===== config.mk =====
export PLATFORM = sky130hd
export DESIGN_NAME = pclms_ctrl
export DESIGN_NICKNAME = d
export VERILOG_FILES = /design/src/rtl/pclms_pkg.sv /design/src/rtl/pclms_ctrl.sv
export SDC_FILE = /design/constraint.sdc
export NUM_CORES = 1
export LEC_CHECK = 0
export ABC_CLOCK_PERIOD_IN_PS = 3500
export BUFFER_PORTS_ARGS = -buffer_cell sky130_fd_sc_hd__clkbuf_2
export CORE_AREA = 2 2 39 41
export DETAILED_ROUTE_END_ITERATION = 6
export DIE_AREA = 0 0 41 43
export PLACE_DENSITY_LB_ADDON = 0.05
export SYNTH_ARGS = -nofsm -noshare
export SYNTH_HDL_FRONTEND = slang
export SYNTH_SLANG_ARGS = --single-unit

===== constraint.sdc =====
create_clock -name clk -period 3.5 [get_ports clk]
set_input_delay 1.05 -clock clk [delete_from_list [all_inputs] [get_ports clk]]
set_output_delay 1.05 -clock clk [all_outputs]
set_load 0.03 [all_outputs]

===== src/rtl/pclms_pkg.sv =====
// ----------------------------------------------------------------------------
// pclms_pkg
// Shared types and constants for the layered minimum-range scan block.
// ----------------------------------------------------------------------------
package pclms_pkg;

	localparam int CFG_W = 13;
	localparam int IDX_W = 3;

	localparam logic [IDX_W-1:0] REG_OFFSET_X     = 3'd0;
	localparam logic [IDX_W-1:0] REG_OFFSET_Z     = 3'd1;
	localparam logic [IDX_W-1:0] REG_ROBOT_HEIGHT = 3'd2;
	localparam logic [IDX_W-1:0] REG_MAX_HEIGHT   = 3'd3;
	localparam logic [IDX_W-1:0] REG_BINS_BELOW   = 3'd4;
	localparam logic [IDX_W-1:0] REG_BINS_ABOVE   = 3'd5;
	localparam logic [IDX_W-1:0] REG_COLUMNS      = 3'd6;
	localparam logic [IDX_W-1:0] REG_NULL_HEIGHT  = 3'd7;

	localparam logic signed [12:0] RST_OFFSET_X     = 13'sd0;
	localparam logic signed [12:0] RST_OFFSET_Z     = 13'sd0;
	localparam logic [11:0]        RST_ROBOT_HEIGHT = 12'd400;
	localparam logic [11:0]        RST_MAX_HEIGHT   = 12'd1200;
	localparam logic [2:0]         RST_BINS_BELOW   = 3'd1;
	localparam logic [2:0]         RST_BINS_ABOVE   = 3'd1;
	localparam logic [10:0]        RST_COLUMNS      = 11'd640;
	localparam logic signed [12:0] RST_NULL_HEIGHT  = -13'sd1000;

	localparam int MIN_X    = 50;
	localparam int MIN_Z    = 40;
	localparam int MAX_JUMP = 100;
	localparam int Z_MAX    = 4095;
	localparam int Z_MIN    = -4096;

	// Shared divider: numerator and denominator widths.
	localparam int DIV_NW = 16;
	localparam int DIV_DW = 12;

	typedef enum logic [3:0] {
		ST_CLEAR,
		ST_IDLE,
		ST_EVAL,
		ST_PDIV,
		ST_PRD,
		ST_PUPD,
		ST_RRD,
		ST_RDIV,
		ST_RFIN
	} state_t;

	typedef struct packed {
		logic take;
		logic clr_step;
		logic div_start;
		logic bin_load;
		logic ram_rd;
		logic upd_wr;
		logic rd_fin;
	} cmd_t;

	typedef struct packed {
		logic req_read;
		logic drop;
		logic div_done;
		logic clr_last;
		logic out_free;
	} status_t;

endpackage


===== src/rtl/pclms_ctrl.sv =====
// ----------------------------------------------------------------------------
// pclms_ctrl
// Controller: sequences the clearing pass, point updates and cell reads.
// ----------------------------------------------------------------------------
module pclms_ctrl
	import pclms_pkg::*;
(
	input  logic    clk,
	input  logic    arst_n,
	input  logic    in_valid,
	output logic    in_ready,
	input  status_t st,
	output cmd_t    cmd
);

	state_t state_q, state_nx;

	always_ff @(posedge clk or negedge arst_n) begin
		if (!arst_n) begin
			state_q <= ST_CLEAR;
		end else begin
			state_q <= state_nx;
		end
	end

	always_comb begin
		state_nx = state_q;
		cmd      = '0;
		in_ready = 1'b0;
		case (state_q)
			ST_CLEAR: begin
				cmd.clr_step = 1'b1;
				if (st.clr_last) begin
					state_nx = ST_IDLE;
				end
			end
			ST_IDLE: begin
				in_ready = 1'b1;
				if (in_valid) begin
					cmd.take = 1'b1;
					state_nx = st.req_read ? ST_RRD : ST_EVAL;
				end
			end
			ST_EVAL: begin
				if (st.drop) begin
					state_nx = ST_IDLE;
				end else begin
					cmd.div_start = 1'b1;
					state_nx      = ST_PDIV;
				end
			end
			ST_PDIV: begin
				if (st.div_done) begin
					cmd.bin_load = 1'b1;
					state_nx     = ST_PRD;
				end
			end
			ST_PRD: begin
				cmd.ram_rd = 1'b1;
				state_nx   = ST_PUPD;
			end
			ST_PUPD: begin
				cmd.upd_wr = 1'b1;
				state_nx   = ST_IDLE;
			end
			ST_RRD: begin
				cmd.ram_rd    = 1'b1;
				cmd.div_start = 1'b1;
				state_nx      = ST_RDIV;
			end
			ST_RDIV: begin
				if (st.div_done) begin
					state_nx = ST_RFIN;
				end
			end
			ST_RFIN: begin
				if (st.out_free) begin
					cmd.rd_fin = 1'b1;
					state_nx   = ST_IDLE;
				end
			end
			default: state_nx = ST_IDLE;
		endcase
	end

endmodule


==> results.toml <==
[status]
status = "finished clean"

[power]
peakVddDrop_mv = 0.2262
power_density_nw_per_um2 = 939.5
switchingPower_mw = 0.2019
combinationalPowerShare_pct = 55.8
clkPwrFrac_pct = 14.4
seqPwrFrac_pct = 29.9
internal_power_mw = 0.1895
cellLeakagePower_nw = 0.2035
swShare_pct = 51.58
p_total_mw = 0.3914

[sta]
drv_slew = 0
rsz0062_at_grt = "false"
period_needed_ps = 2690
tightest_slew_ps = 434.2
fin_setup_tns_ps = 0
period_share_pct = 76.86
slew_headroom_pct = 70.81
fin_worst_skew_ps = 2.710
hold_viol = 0
fmax_mhz = 371.8
setup_viol = 0

[worst_setup_path]
critPathTopFamily = "buffers and inverters"
r2r_cells = 4
ff2ff_setup_slack_ps = 1870
cp_common_cell = "clkbuf_2"
critPathMaxStageDelay_ps = 230
crit_chain = "clkbuf_2 > nand2b_1 > nand2_1 > nor3_1 > clkbuf_2"
cp.depth = 5
critPathSlowestCell = "clkbuf_2"
r2r_start = "state_q[0]"
critPathCaptureType = "output port"
crit_type = "primary input to output port"
crit_fanout = 2
critPathArrivalTime_ps = 1640
rr_endpoint = "state_q[0]"
startpoint = "st[3]"
startpoint_type = "primary input"
critical_path_required_ps = 2450
crit_buf_inv = 2

[global_route]
overflow = 0
antenna_found_initial = 0
grt_pass1_wl_microns = 1242
grt_use_total_pct = 10.76
grt_pass1_vias = 317
grt_max_degree = 13

[synth]
synth_edf_count = 0
ys_ff_latch = 4
syn_inst = 42
syn_area_per_cell_sq_um = 7.537
synth_cell_types = 23
yosysSeqAreaShare_pct = 31.62
synthFlopType = "dfrtp_1"
yosysWarningCount = 0
synthTopCellsByArea = "dfrtp_1 (32%), nand3b_1 (7.1%), nand2_1 (5.9%)"
synth_top_area_cell = "dfrtp_1"
synth_top_area_share_pct = 31.62
syn_area_sq_um = 316.6
yosys-top-cells-count = "nand2_1 (5), dfrtp_1 (4), nor2_1 (4)"
synth.most_common_cell = "nand2_1"
async_flop_share_pct = 100.0
syn_nets = 50

[final_layout]
n_fill_cell = 170
largest_reg_flops = 4
layout.nets = 66
area_delta_synth_final_pct = 31.62
antenna_cells = 0
largest-register = "state_q"
largest_registers = "state_q x4"
drive_above_1_share_pct = 33.93
design_area_sq_um = 416.7

[placement]
numPortBuffers = 15
gp_congestion = 0.6667
placed_area_sq_um = 394.1
dp_hpwl_microns = 617

[clocking]
cts_buffers = 3
cts_tree = "done"
cts_repair_resize_count = 0
clk_path_buf_depth = 2
postCtsSetupBuffers = 0
clock-sinks = 4
h-tree-depth = 1
clk_latency_ps = 230
holdBufCountCts = 0
cts_root_buf = "clkbuf_4"
cts.clk_slew.worst_paths_ps = 40

[detailed_routing]
vias_per_cell = 5.069
wl_per_cell_microns = 11.21
drt_wl_total_microns = 807
dr_total_vias = 365
antenna_left = 0
route.detailed.drc = 0
drt-initial-drc-count = 4
drtPass1Iterations = 3

[floorplanning]
core_sq_um = 1384
fp-row-count = 14
io_pins = 16
die_h_microns = 43
dieArea_sq_um = 1763
initial_core_util_pct = 22.88
die_x_microns = 41

[flow_run]
max_cap_viol_count = 0

[min_path]
hold_class = "primary input to asynchronous set/reset pin"
-- layout make-up --
cell class	count	area, sq um	share of cell area [%]
Multi-Input combinational cell	32	191.4	45.95
Sequential cell	4	100.1	24.02
Inverter	2	7.507	1.802
Timing Repair Buffer	15	75.07	18.02
Tap cell	16	20.02	4.805
Clock buffer	3	22.52	5.405
-- cells by family (layout without fill, tap and decap cells) --
logic type	count (synthesis)	count (layout)	share of synthesized area (%)
flops	4	4	31.62
mux	1	1	3.557
simple gates	23	23	41.11
buf+inv	6	20	7.904
compound gates	8	8	15.81
-- cell usage in the layout (no fill, tap or decap), drive strengths merged --
cell    count
a21o        1
a21oi       3
a31oi       1
and3        1
clkbuf     18
dfrtp       4
inv         2
mux2        1
nand2       5
nand2b      2
nand3b      3
nor2        4
nor2b       1
nor3        3
nor3b       1
nor4        2
o21ai       1
o22ai       1
o32a        1
or4         1
-- metal layers --
metal | track usage (%) | vias up | routed length [microns]
met4 | 2.000 | 0 | 0
met3 | 6.283 | 0 | 79
li1 | - | 176 | -
met2 | 16.56 | 18 | 377
met5 | 0 | - | 0
met1 | 12.62 | 171 | 351
-- how the worst max path moves through the flow --
stage | slack, ps | end
5_1_grt | 750 | cmd[4]
2_1_floorplan | 620 | cmd[4]
3_5_place_dp | 800 | cmd[4]
4_1_cts | 800 | cmd[4]
3_3_place_gp | 830 | cmd[4]
6_report | 810 | cmd[4]
-- worst reg2reg max path: stages, from the launching register on --
cell     delay, ps
dfrtp_1        530
mux2_1         370
nor4_2         330
a31oi_1         80
o32a_1         190
-- through the flow --
| stage | utilization, % | worst slack (ps) | std cells | hold WS, ps |
|---|---|---|---|---|
| finish | 30.11 | 810.1 | 72 | 613.4 |
| floorplan | - | 617.0 | 42 | 559.2 |
| global route | 30.11 | 748.3 | 72 | 615.2 |
| CTS | 30.11 | 795.6 | 72 | 603.7 |
| detailed placement | 28.48 | 797.0 | 69 | 645.8 |
| global placement | 28.48 | 830.2 | 69 | 643.7 |
-- power by group through the flow --
| stage | sequential, mW | combinational, mW | clock [mW] |
|---|---|---|---|
| 6_report | 0.117 | 0.218 | 0.0563 |
| 5_1_grt | 0.121 | 0.240 | 0.0611 |
| 3_3_place_gp | 0.117 | 0.221 | 0 |
| 2_1_floorplan | 0.0736 | 0.212 | 0 |
| 4_1_cts | 0.117 | 0.221 | 0.0600 |
| 3_5_place_dp | 0.118 | 0.220 | 0 |
(Power assumes the default switching activity.)
